`config.mk`:
```
export PLATFORM = sky130hd
export DESIGN_NAME = hosts_line_domain_hasher_top
export DESIGN_NICKNAME = d
export VERILOG_FILES = /design/src/rtl/hld_pkg.sv /design/src/rtl/hld_hash_core.sv /design/src/rtl/hosts_line_domain_hasher_top.sv
export VERILOG_INCLUDE_DIRS = /design/src /design/src/rtl
export SDC_FILE = /design/constraint.sdc
export NUM_CORES = 2
export LEC_CHECK = 0
export ABC_AREA = 1
export BUFFER_PORTS_ARGS = -buffer_cell sky130_fd_sc_hd__buf_2
export CAP_MARGIN = 20
export CORE_MARGIN = 2
export CORE_UTILIZATION = 45
export CTS_BUF_LIST = sky130_fd_sc_hd__clkbuf_2
export DETAILED_ROUTE_END_ITERATION = 8
export HOLD_SLACK_MARGIN = 0.1
export PLACE_DENSITY = 0.65
export REMOVE_ABC_BUFFERS = 1
export SYNTH_ARGS = -nofsm -noshare
export SYNTH_HDL_FRONTEND = slang
export SYNTH_HIERARCHICAL = 1
export SYNTH_SLANG_ARGS = --single-unit
```
`constraint.sdc`:
```
create_clock -name aclk -period 6.9 [get_ports aclk]
set_clock_uncertainty 0.2 [all_clocks]
set_input_delay 0.345 -clock aclk [delete_from_list [all_inputs] [get_ports aclk]]
set_output_delay 0.345 -clock aclk [all_outputs]
set_load 0.02 [all_outputs]
```
`src/rtl/hosts_line_domain_hasher_top_assert.svh`:
```
// ----------------------------------------------------------------------------
// hosts_line_domain_hasher_top_assert.svh
// Assertion macros used by the line hasher top level.
// ----------------------------------------------------------------------------
`ifndef HOSTS_LINE_DOMAIN_HASHER_TOP_ASSERT_SVH
`define HOSTS_LINE_DOMAIN_HASHER_TOP_ASSERT_SVH

// antecedent implies consequent in the same cycle
`define HLD_ASSERT_SAME(lbl, ante, cons) \
    lbl: assert property (@(posedge aclk) disable iff (!aresetn) (ante) |-> (cons)) \
        else $error("hld same-cycle check failed");

// antecedent implies consequent in the next cycle
`define HLD_ASSERT_NEXT(lbl, ante, cons) \
    lbl: assert property (@(posedge aclk) disable iff (!aresetn) (ante) |=> (cons)) \
        else $error("hld next-cycle check failed");

`endif

```
`src/rtl/hld_pkg.sv`:
```
// ----------------------------------------------------------------------------
// hld_pkg
// Types, constants and helpers for the hosts line domain hasher.
// ----------------------------------------------------------------------------
`timescale 1ns / 1ps

package hld_pkg;

    // line buffer geometry
    localparam int LINE_BYTES = 256;
    localparam int IDX_W      = $clog2(LINE_BYTES);
    localparam logic [IDX_W-1:0] LINE_MAX = IDX_W'(LINE_BYTES - 1);

    localparam int CNT_W  = 20;
    localparam int HASH_W = 32;

    localparam logic [CNT_W-1:0]  MAX_DOMAINS_RST = 20'd145000;
    localparam logic [HASH_W-1:0] FNV_BASIS       = 32'd2166136261;
    localparam logic [HASH_W-1:0] FNV_PRIME       = 32'd16777619;

    // input word kinds (carried in s_tuser)
    typedef enum logic [1:0] {
        MODE_DATA    = 2'd0,
        MODE_FLUSH   = 2'd1,
        MODE_RESTART = 2'd2
    } mode_t;

    // characters of interest
    localparam logic [7:0] CH_LF    = 8'h0A;
    localparam logic [7:0] CH_CR    = 8'h0D;
    localparam logic [7:0] CH_TAB   = 8'h09;
    localparam logic [7:0] CH_SP    = 8'h20;
    localparam logic [7:0] CH_HASH  = 8'h23;
    localparam logic [7:0] CH_BANG  = 8'h21;
    localparam logic [7:0] CH_SLASH = 8'h2F;
    localparam logic [7:0] CH_NUL   = 8'h00;
    localparam logic [7:0] CH_UA    = 8'h41;
    localparam logic [7:0] CH_UZ    = 8'h5A;
    localparam logic [7:0] CASE_BIT = 8'h20;

    // start command to the hash core
    typedef struct packed {
        logic             go;
        logic [IDX_W-1:0] first_idx;
        logic [IDX_W-1:0] end_idx;
    } hld_cmd_t;

    // line buffer write port
    typedef struct packed {
        logic             en;
        logic [IDX_W-1:0] addr;
        logic [7:0]       data;
    } hld_wr_t;

    // core status back to the sequencer
    typedef struct packed {
        logic busy;
        logic done;
    } hld_stat_t;

    // fold upper case ASCII to lower case
    function automatic logic [7:0] fold_case(input logic [7:0] c);
        if (c >= CH_UA && c <= CH_UZ) begin
            return c | CASE_BIT;
        end
        return c;
    endfunction

endpackage

```
`src/rtl/hld_hash_core.sv`:
```
// ----------------------------------------------------------------------------
// hld_hash_core
// Line buffer memory plus an iterative FNV-1a unit: one shared 32x32
// multiply walks the token, each byte in a read state, then a mix state.
// ----------------------------------------------------------------------------
`timescale 1ns / 1ps

module hld_hash_core (
    input  logic                      aclk,
    input  logic                      aresetn,
    input  hld_pkg::hld_wr_t          wr,
    input  hld_pkg::hld_cmd_t         cmd,
    output hld_pkg::hld_stat_t        stat,
    output logic [hld_pkg::HASH_W-1:0] hash
);
    import hld_pkg::*;

    typedef enum logic [2:0] {
        C_IDLE = 3'b001,
        C_RD   = 3'b010,
        C_MUL  = 3'b100
    } core_state_t;

    core_state_t       state_reg, state_next;
    logic [IDX_W-1:0]  ptr_reg, ptr_next;
    logic [IDX_W-1:0]  end_reg, end_next;
    logic [HASH_W-1:0] h_reg, h_next;
    logic [7:0]        rd_data_reg;
    logic [7:0]        mem [LINE_BYTES];
    logic [HASH_W-1:0] mix;
    logic [HASH_W-1:0] prod;
    logic [IDX_W-1:0]  ptr_inc;
    logic              last_byte;

    // line store: one write, one registered read at the walk pointer
    always_ff @(posedge aclk) begin
        if (wr.en) begin
            mem[wr.addr] <= wr.data;
        end
        rd_data_reg <= mem[ptr_reg];
    end

    // shared mixer
    assign mix       = h_reg ^ {{(HASH_W-8){1'b0}}, fold_case(rd_data_reg)};
    assign prod      = mix * FNV_PRIME;
    assign ptr_inc   = ptr_reg + IDX_W'(1);
    assign last_byte = (ptr_inc == end_reg);

    // sequencer
    always_comb begin
        state_next = state_reg;
        ptr_next   = ptr_reg;
        end_next   = end_reg;
        h_next     = h_reg;
        case (state_reg)
            C_IDLE: begin
                if (cmd.go) begin
                    ptr_next   = cmd.first_idx;
                    end_next   = cmd.end_idx;
                    h_next     = FNV_BASIS;
                    state_next = C_RD;
                end
            end
            C_RD: begin
                state_next = C_MUL;
            end
            C_MUL: begin
                h_next     = prod;
                ptr_next   = ptr_inc;
                state_next = last_byte ? C_IDLE : C_RD;
            end
            default: begin
                state_next = C_IDLE;
            end
        endcase
    end

    always_ff @(posedge aclk) begin
        if (!aresetn) begin
            state_reg <= C_IDLE;
        end else begin
            state_reg <= state_next;
        end
        ptr_reg <= ptr_next;
        end_reg <= end_next;
        h_reg   <= h_next;
    end

    assign stat.busy = (state_reg != C_IDLE);
    assign stat.done = (state_reg == C_MUL) && last_byte;
    assign hash      = h_reg;

endmodule

```
`src/rtl/hosts_line_domain_hasher_top.sv`:
```
// ----------------------------------------------------------------------------
// hosts_line_domain_hasher_top
// Buffers blocklist lines and emits the case-insensitive FNV-1a hash of the
// last token of each usable line, with a running count and a cap.
//
//  channel  direction  tdata                          tuser
//  s_       in         [7:0] data_byte                [1:0] mode
//  m_       out        [31:0] hash, [51:32] count     [0] from_flush
//  cfg_     in         [19:0] hash_cap                -
//
// Data, restart and dropped words are handled as they are accepted. A line
// end that yields a hash stalls input through the shared read/multiply loop
// in the hash core, plus any wait for the output register to drain.
// Reset is synchronous and active low; no clearing pass is needed.
// A finished word may sit in the output register while input is taken.
// ----------------------------------------------------------------------------
`timescale 1ns / 1ps

module hosts_line_domain_hasher_top (
    input  logic                       aclk,
    input  logic                       aresetn,
    input  logic                       s_tvalid,
    output logic                       s_tready,
    input  logic [7:0]                 s_tdata,   // [7:0] data_byte
    input  logic [1:0]                 s_tuser,   // [1:0] mode
    output logic                       m_tvalid,
    input  logic                       m_tready,
    output logic [55:0]                m_tdata,   // [31:0] token_hash, [51:32] domain_count
    output logic                       m_tuser,   // [0] from_flush
    input  logic                       cfg_valid,
    output logic                       cfg_ready,
    input  logic [hld_pkg::CNT_W-1:0]  cfg_data   // hash_cap
);
    import hld_pkg::*;

    typedef enum logic [2:0] {
        ST_IDLE = 3'b001,
        ST_RUN  = 3'b010,
        ST_OUT  = 3'b100
    } state_t;

    state_t            state_reg, state_next;
    logic [CNT_W-1:0]  max_reg, cnt_reg, cnt_next;

    // per-line trackers, built as bytes arrive
    logic [IDX_W-1:0]  len_reg, len_next;
    logic [7:0]        first_reg, first_next;
    logic [7:0]        last_reg, last_next;
    logic              zero_seen_reg, zero_seen_next;
    logic [IDX_W-1:0]  zpos_reg, zpos_next;
    logic [IDX_W-1:0]  start_reg, start_next;
    logic              slash_seen_reg, slash_seen_next;
    logic [IDX_W-1:0]  slash_pos_reg, slash_pos_next;
    logic              flush_reg, flush_next;

    logic              m_tvalid_reg;
    logic [HASH_W-1:0] m_hash_reg;
    logic [CNT_W-1:0]  m_cnt_reg;
    logic              m_flush_reg;

    hld_wr_t           wr;
    hld_cmd_t          cmd;
    hld_stat_t         stat;
    logic [HASH_W-1:0] core_hash;

    logic              in_fire, out_load;
    logic [1:0]        mode;
    logic [7:0]        din;
    logic              line_end, store_byte;
    logic [IDX_W-1:0]  len_eff, eff;
    logic              usable;

    hld_hash_core u_core (
        .aclk    (aclk),
        .aresetn (aresetn),
        .wr      (wr),
        .cmd     (cmd),
        .stat    (stat),
        .hash    (core_hash)
    );

    assign s_tready  = (state_reg == ST_IDLE);
    assign cfg_ready = 1'b1;
    assign in_fire   = s_tvalid && s_tready;
    assign mode      = s_tuser;
    assign din       = s_tdata;

    // word decode
    assign line_end = in_fire && ((mode == MODE_DATA && din == CH_LF) ||
                                  (mode == MODE_FLUSH && len_reg != '0));
    assign store_byte = in_fire && mode == MODE_DATA && din != CH_LF && len_reg != LINE_MAX;

    // line-end verdict from the trackers
    assign len_eff = (len_reg != '0 && last_reg == CH_CR) ? len_reg - IDX_W'(1) : len_reg;
    assign eff     = zero_seen_reg ? zpos_reg : len_eff;
    assign usable  = len_eff != '0 && first_reg != CH_HASH && first_reg != CH_BANG &&
                     start_reg < eff && !(slash_seen_reg && slash_pos_reg >= start_reg) &&
                     cnt_reg < max_reg;

    assign wr.en   = store_byte;
    assign wr.addr = len_reg;
    assign wr.data = din;

    assign cmd.go        = line_end && usable;
    assign cmd.first_idx = start_reg;
    assign cmd.end_idx   = eff;

    assign out_load = (state_reg == ST_OUT) && (!m_tvalid_reg || m_tready);

    // trackers, count and sequencer
    always_comb begin
        state_next      = state_reg;
        cnt_next        = cnt_reg;
        len_next        = len_reg;
        first_next      = first_reg;
        last_next       = last_reg;
        zero_seen_next  = zero_seen_reg;
        zpos_next       = zpos_reg;
        start_next      = start_reg;
        slash_seen_next = slash_seen_reg;
        slash_pos_next  = slash_pos_reg;
        flush_next      = flush_reg;

        if (store_byte) begin
            len_next  = len_reg + IDX_W'(1);
            last_next = din;
            if (len_reg == '0) begin
                first_next = din;
            end
            if (!zero_seen_reg) begin
                if (din == CH_NUL) begin
                    zero_seen_next = 1'b1;
                    zpos_next      = len_reg;
                end
                if (din == CH_SP || din == CH_TAB) begin
                    start_next = len_reg + IDX_W'(1);
                end
                if (din == CH_SLASH) begin
                    slash_seen_next = 1'b1;
                    slash_pos_next  = len_reg;
                end
            end
        end

        if (line_end || (in_fire && mode == MODE_RESTART)) begin
            len_next        = '0;
            zero_seen_next  = 1'b0;
            start_next      = '0;
            slash_seen_next = 1'b0;
        end
        if (in_fire && mode == MODE_RESTART) begin
            cnt_next = '0;
        end

        case (state_reg)
            ST_IDLE: begin
                if (cmd.go) begin
                    flush_next = (mode == MODE_FLUSH);
                    state_next = ST_RUN;
                end
            end
            ST_RUN: begin
                if (stat.done) begin
                    state_next = ST_OUT;
                end
            end
            ST_OUT: begin
                if (out_load) begin
                    cnt_next   = cnt_reg + CNT_W'(1);
                    state_next = ST_IDLE;
                end
            end
            default: begin
                state_next = ST_IDLE;
            end
        endcase
    end

    always_ff @(posedge aclk) begin
        if (!aresetn) begin
            state_reg      <= ST_IDLE;
            cnt_reg        <= '0;
            max_reg        <= MAX_DOMAINS_RST;
            len_reg        <= '0;
            zero_seen_reg  <= 1'b0;
            start_reg      <= '0;
            slash_seen_reg <= 1'b0;
        end else begin
            state_reg      <= state_next;
            cnt_reg        <= cnt_next;
            len_reg        <= len_next;
            zero_seen_reg  <= zero_seen_next;
            start_reg      <= start_next;
            slash_seen_reg <= slash_seen_next;
            if (cfg_valid && cfg_ready) begin
                max_reg <= cfg_data;
            end
        end
        first_reg     <= first_next;
        last_reg      <= last_next;
        zpos_reg      <= zpos_next;
        slash_pos_reg <= slash_pos_next;
        flush_reg     <= flush_next;
    end

    // output register
    always_ff @(posedge aclk) begin
        if (!aresetn) begin
            m_tvalid_reg <= 1'b0;
        end else if (out_load) begin
            m_tvalid_reg <= 1'b1;
        end else if (m_tready) begin
            m_tvalid_reg <= 1'b0;
        end
        if (out_load) begin
            m_hash_reg  <= core_hash;
            m_cnt_reg   <= cnt_reg + CNT_W'(1);
            m_flush_reg <= flush_reg;
        end
    end

    assign m_tvalid = m_tvalid_reg;
    assign m_tdata  = {4'b0000, m_cnt_reg, m_hash_reg};
    assign m_tuser  = m_flush_reg;

    // checks
    `include "hosts_line_domain_hasher_top_assert.svh"
    `HLD_ASSERT_SAME(a_ready_core_idle, s_tready, !stat.busy)
    `HLD_ASSERT_SAME(a_out_from_load, $rose(m_tvalid_reg), $past(state_reg == ST_OUT))
    `HLD_ASSERT_NEXT(a_start_busy, cmd.go, stat.busy && state_reg == ST_RUN)
    `HLD_ASSERT_SAME(a_cap_respected, cmd.go, cnt_reg < max_reg)
    `HLD_ASSERT_NEXT(a_cnt_step, out_load, cnt_reg == $past(cnt_reg) + CNT_W'(1))

endmodule
```
-- Yosys cells after proc, flatten, opt, wreduce, memory -nomap -nowiden
Memory sizes are Yosys's and may differ from the RTL's. A register that Yosys moved wholly into a read port is not among the register bits.
Cells that the tools add are included.
- add/sub/neg operators: 4
- multiply operators: 1
- order comparisons: 5
- eq/ne operators: 22
- mux-type cells: 24
- bitwise logic cells: 3
- reduce and logical (&&, ||, !) cells: 41
- operator list (kind ; number):
    32-bit one-hot mux with 2 select lines ; 1
    20-bit 2-to-1 mux ; 3
    8-bit 2-to-1 mux ; 5
    32-bit by 25-bit multiplier with 32-bit output (second input constant) ; 1
    32-bit 2-to-1 mux ; 1
    32-bit by 8-bit XOR with 32-bit output ; 1
    8-bit by 4-bit equality test with 1-bit output (second input constant) ; 3
    20-bit by 1-bit adder with 20-bit output (second input constant) ; 1
    20-bit < comparator ; 1
    1-bit logical AND ; 19
    3-bit one-hot mux with 3 select lines ; 2
    8-bit by 1-bit adder with 8-bit output (second input constant) ; 2
    8-bit by 6-bit equality test with 1-bit output (second input constant) ; 2
    8-bit logical NOT ; 2
    8-bit by 6-bit != test with 1-bit output (second input constant) ; 2
    8-bit one-hot mux with 2 select lines ; 1
    8-bit nonzero test ; 2
    3-bit AND reduction ; 4
    3-bit 2-to-1 mux ; 3
    8-bit equality test ; 1
    8-bit by 7-bit >= comparator with 1-bit output (second input constant) ; 1
    8-bit >= comparator ; 1
    8-bit by 7-bit <= comparator with 1-bit output (second input constant) ; 1
    8-bit < comparator ; 1
    19 further kinds ; 39
- flip-flop bits (word level): 199
- memory bits (writable): 2048
- bits of input ports: 35
- output and inout port bits: 60
- logic and storage cells: 121
- memories: 1
- memories (memory ; words ; bits a word ; rd ports ; clocked after memory_dff ; write ports ; line ; RTL):
    u_core.mem ; 256 ; 8 ; 1 ; 1 ; 1 ; hld_hash_core.sv:29 ; logic [7:0] mem [LINE_BYTES];

-- Longest topological paths before layout
- depth after elaboration: 12
- depth in mapped cells: 27
- mapped depth without buffers: 27

-- Modules after synthesis
The synthesis kept the hierarchy.
- modules (own cells, without submodules) (module ; instances ; cells each ; area an instance (um^2) ; seq. area each (um^2)):
    hld_hash_core ; 1 ; 7941 ; 91425.2 ; 63160.6
    hosts_line_domain_hasher_top ; 1 ; 711 ; 6951.7 ; 3793.6

-- Worst setup path before layout
Ideal clock, no wire load.
- kind: reg2reg
- start: register len_reg[0]
- end: register u_core.h_reg[0] (netlist: u_core/hash[0]) (enable)
- library setup time: 0.493 ns
- data arrival time: 5.608 ns
- required time: 6.207 ns
- slack: 0.599 ns
- stages on the path, launching flop included: 26
- buffers on the path: 0
- period minus slack after synthesis: 6.301 ns
- cell sequence: dfxtp_1 -> clkinv_1 -> ha_1 -> nand3_2 -> inv_2 -> nand2_4 -> nand2_4 -> inv_1 -> nand2_1 -> nand2_1 -> nand2_1 -> o21ai_0 -> inv_1 -> ha_1 -> nand2_1 -> inv_1 -> a21oi_1 -> nand4_1 -> nor2_1 -> nand2_1 -> o21bai_1 -> nor2_1 -> nand2_1 -> inv_1 -> inv_1 -> o21ai_0
- RTL lines (element ; line ; RTL):
    start, declared ; hosts_line_domain_hasher_top.sv:46 ; logic [IDX_W-1:0] len_reg, len_next;
    start signal, assigned ; hosts_line_domain_hasher_top.sv:191 ; len_reg <= len_next;
    end signal, assigned ; hld_hash_core.sv:86 ; h_reg <= h_next;
    end, declared ; hld_hash_core.sv:27 ; logic [HASH_W-1:0] h_reg, h_next;

-- Worst setup path in the final report
- start: register u_core.rd_data_reg[3] (read register of u_core.mem)
- end: register u_core.h_reg[31] (netlist: u_core/hash[31]) (data pin)
- cells in the longest elaborated chain, start to end: 7
- elaborated cells between the ends (all ways): 9
- those cells by class: mul: 1; order compare: 2; mux: 4; bitwise: 1; reduce/logical: 1
- ends and longest elaborated chain (element ; line ; RTL):
    start, declared ; hld_hash_core.sv:28 ; logic [7:0] rd_data_reg;
    8-bit by 7-bit >= comparator with 1-bit output / 8-bit by 7-bit <= comparator with 1-bit output (equally long branches) ; hld_pkg.sv:63 ; if (c >= CH_UA && c <= CH_UZ) begin
    1-bit logical AND ; hld_pkg.sv:63 ;
    1-bit 2-to-1 mux ; hld_pkg.sv:63 ;
    8-bit 2-to-1 mux (*) ; hld_pkg.sv:66 ; return c;
    32-bit by 8-bit XOR with 32-bit output (*) ; hld_hash_core.sv:44 ; assign mix = h_reg ^ {{(HASH_W-8){1'b0}}, fold_case(rd_data_reg)};
    32-bit by 25-bit multiplier with 32-bit output (*) ; hld_hash_core.sv:45 ; assign prod = mix * FNV_PRIME;
    32-bit one-hot mux with 2 select lines (*) ; hld_hash_core.sv:55 ; case (state_reg)
Mark *: on every way between the ends. The rest lies on a longest branch, timed or not. The select of a mux whose other input is x is not followed.
A chain may end at the register's enable or synchronous reset.

==> results.ini <==
[status]
outcome=finished, final reports clean

[die]
core-area_um2=217200
start_util=0.4530
io_pins=95
die_x_um=471.6
dieArea_um2=222400
rows=171
die_h_um=471.6

[placed_design]
placed_cell_area_um2=101000
post-place-ws_ns=1.043
dp.cells=11170
io_buffers=89
dp_hpwl_um=152400
gp_congestion=0.8877

[power_and_ir_drop]
vdd_drop_max_mv=0.1933
p_seq_frac=0.565
total_power_mw=26.65
power_density_nw_per_um2=248.1
pwr-share-comb=0.108
clock_power_share=0.327
p_sw_frac=0.2746
p_switching_mw=7.319
p_leak_nw=40.13
power.internal_mw=19.33

[global_routing]
grt_usage=0.2364
grt_pass1_vias=66160
grt_pass1_wl_um=401900
grt_start_max_net_pins=192
antenna_found_initial=12
gr-total-overflow=0

[layout]
fin_nets=9361
fin_cells=12270
drive_above_1_share=0.1158
fill_cells=19220
syn_to_final_growth_pct=9.170
largest_reg_flops=2048
design_area_um2=107400

[clocking]
cts_htree_levels=6
clkTransAtPathRegs_ns=0.11
clock_latency_ns=1.96
cts_tree=built
clock-sinks=2254
clockRootBuffer=clkbuf_2
post-cts-setup-buffers=0
cts_max_path_buffers=4
cts-buffers-inserted=572

[setup_path]
path_class=register to register
arrival_ns=7.35
worstSetupEndpointType=register
max_stage_delay_ns=0.50
reg2reg_setup_slack_ns=0.90
cp_slowest_cell=fa_1
rr_worst_depth=25
r2r_end=u_core/hash[31]$_SDFFCE_PN1P_
cp_max_fo=6
required_ns=8.26
startpoint_type=register
crit_top_cell=ha_1
r2r_start=u_core/rd_data_reg[3]$_DFF_P_

[logic_synthesis]
synthDistinctLibCells=51
async_flop_share=0
synth_area_um2=98380
ys_seq_area_frac=0.6806
ys_ff_latch=2254
synthFlopType=edfxtp_1
synth_warnings=6
syn_avg_cell_area_um2=11.37
synth-edff-count=2181
syn_inst=8652

[sta]
tightest_slew_ns=1.360
max_freq_ghz=0.1668
hold_violations=0
finalWorstSetupSlack_ns=0.9041
relSlewSlack=0.09361
drv_slew=0
period_share=0.8690
rsz0062_at_grt=no
setup_viol=0
layout_min_cycle_time_ns=5.996
tns_ns=0

[drt]
drt-initial-drc-count=8096
totalWireLength_um=267400
ant_nets=0
viasPerCell=5.564
via_count=68280
wl_per_cell_um=21.79
drtPass1Iterations=6
drc=0

[worst_hold_path]
hold_class=register to register
hold_path_end=m_hash_reg[4]$_DFFE_PP_
worstHoldPathCells=0
min_from=u_core/hash[4]$_SDFFCE_PN0P_

[flow_run]
maxCapViolCount=0

==> kinds of logic (layout without fill, tap and decap cells) <==
group           Yosys count  in the layout  share of synthesized area
xor+xnor                 57             57                   0.005151
buf+inv                 918           1667                    0.04079
fa+ha+maj               299            299                    0.04368
flops                  2254           2254                     0.6806
compound gates          231            231                    0.01360
simple gates           4891           4891                     0.2161
other cells               2             19                 0.00007634
==> per-layer routing <==
layer / part of all wire / global-route usage / routed length, µm
met5: 0.000026 / 0 / 7
met4: 0.030 / 0.08605 / 7902
met3: 0.095 / 0.05178 / 25290
met2: 0.47 / 0.3770 / 126800
met1: 0.40 / 0.3185 / 107400
==> layout by cell type (no fill, tap or decap), types with 17 or more instances in the layout <==
cell	n
nand2_1	2337
edfxtp_1	2181
nand3_1	2079
clkbuf_2	783
nor2_1	392
inv_1	368
ha_1	225
dlygate4sd3_1	134
clkinv_1	130
a21oi_1	94
o21ai_0	83
buf_2	81
buf_4	79
fa_1	74
dfxtp_1	73
xor2_1	38
buf_12	24
clkinv_2	22
nand4_1	18
xnor2_1	18
nor3_1	17
inv_2	17
==> cell type report <==
type | count | area (µm²) | area share
inverter | 385 | 1471 | 0.01370
clock inverter | 168 | 927.1 | 0.008633
multi-input combinational | 5483 | 27440 | 0.2555
clock buffer | 783 | 3919 | 0.03649
tap | 2854 | 3571 | 0.03325
sequential | 2254 | 66950 | 0.6234
antenna | 14 | 35.03 | 0.0003262
timing repair buffer | 331 | 3078 | 0.02866
==> power by group through the flow <==
stage	sequential [mW]	clock [mW]	combinational [mW]
2_1_floorplan	15.4	0	1.81
3_3_place_gp	15.4	0	2.75
3_5_place_dp	15.4	0	2.75
4_1_cts	15.1	8.93	2.86
5_1_grt	15.1	9.61	3.24
6_report	15.1	8.71	2.88
==> cell usage after synthesis, types with 2 or more instances <==
library cell / number / share of area
nor2_2: 8 / 0.00051
or2_2: 11 / 0.00070
fa_1: 74 / 0.015
nand3b_1: 2 / 0.00015
edfxtp_1: 2181 / 0.67
nand3_2: 7 / 0.00071
dfxtp_1: 73 / 0.015
conb_1: 2 / 0.000076
nand3_1: 2079 / 0.11
inv_1: 371 / 0.014
a31o_2: 2 / 0.00018
a211oi_1: 9 / 0.00069
inv_2: 8 / 0.00031
a211oi_2: 8 / 0.0010
o21a_1: 2 / 0.00015
o211ai_1: 4 / 0.00031
nor3_1: 18 / 0.00092
nor2_4: 3 / 0.00034
nor2_1: 392 / 0.015
o21ai_0: 84 / 0.0043
xor2_1: 38 / 0.0034
a21boi_0: 3 / 0.00023
buf_4: 40 / 0.0031
o21ai_1: 4 / 0.00020
a21oi_1: 94 / 0.0048
nand2_2: 3 / 0.00019
a21o_1: 6 / 0.00046
ha_1: 225 / 0.029
nand4_1: 18 / 0.0011
xnor2_1: 18 / 0.0016
clkbuf_1: 176 / 0.0067
nor3_4: 3 / 0.00050
nor4_1: 3 / 0.00019
clkinv_1: 5 / 0.00019
buf_6: 13 / 0.0015
buf_2: 254 / 0.013
o21bai_1: 11 / 0.00084
nand2_1: 2337 / 0.089
buf_1: 50 / 0.0019
nand2_4: 2 / 0.00023
==> metrics by stage <==
stage	hold WS (ns)	utilization
2_1_floorplan	0.2003	-
3_3_place_gp	0.2034	0.4650
3_5_place_dp	0.2259	0.4650
4_1_cts	0.1020	0.4944
5_1_grt	0.1969	0.4945
6_report	0.2798	0.4945
==> worst max path at each step <==
| stage | from | to | slack, ns | cells past startpoint |
|---|---|---|---|---|
| after CTS | u_core/rd_data_reg[3]$_DFF_P_ | u_core/hash[31]$_SDFFCE_PN1P_ | 0.99 | 25 |
| final | u_core/rd_data_reg[3]$_DFF_P_ | u_core/hash[31]$_SDFFCE_PN1P_ | 0.90 | 25 |
| after global routing | u_core/rd_data_reg[3]$_DFF_P_ | u_core/hash[31]$_SDFFCE_PN1P_ | 0.61 | 25 |
| after detailed placement | u_core/rd_data_reg[2]$_DFF_P_ | u_core/hash[31]$_SDFFCE_PN1P_ | 1.04 | 25 |
| after global placement | u_core/rd_data_reg[1]$_DFF_P_ | u_core/hash[31]$_SDFFCE_PN1P_ | 1.02 | 24 |
| after floorplan | u_core/ptr_reg[0]$_DFFE_PP_ | u_core/rd_data_reg[6]$_DFF_P_ | -51.56 | 11 |
==> worst max-delay path: cells and delay by family, from the launching register on <==
family	cells	cell delay [ns]
adders and majority gates	8	2.90
buffers and inverters	4	0.19
DFF	1	0.38
AOI/OAI and AO/OA	2	0.34
and+or+nand+nor	10	1.23
xor gates and xnor gates	1	0.44
==> timing repair <==
item / in CTS / in global routing
gates resized for setup: 0 / 0
endpoints found under the setup margin: 0 / 0
hold buffers: 142 / 0
endpoints found under the hold margin: 4310 / 0
(Power assumes the default switching activity.)
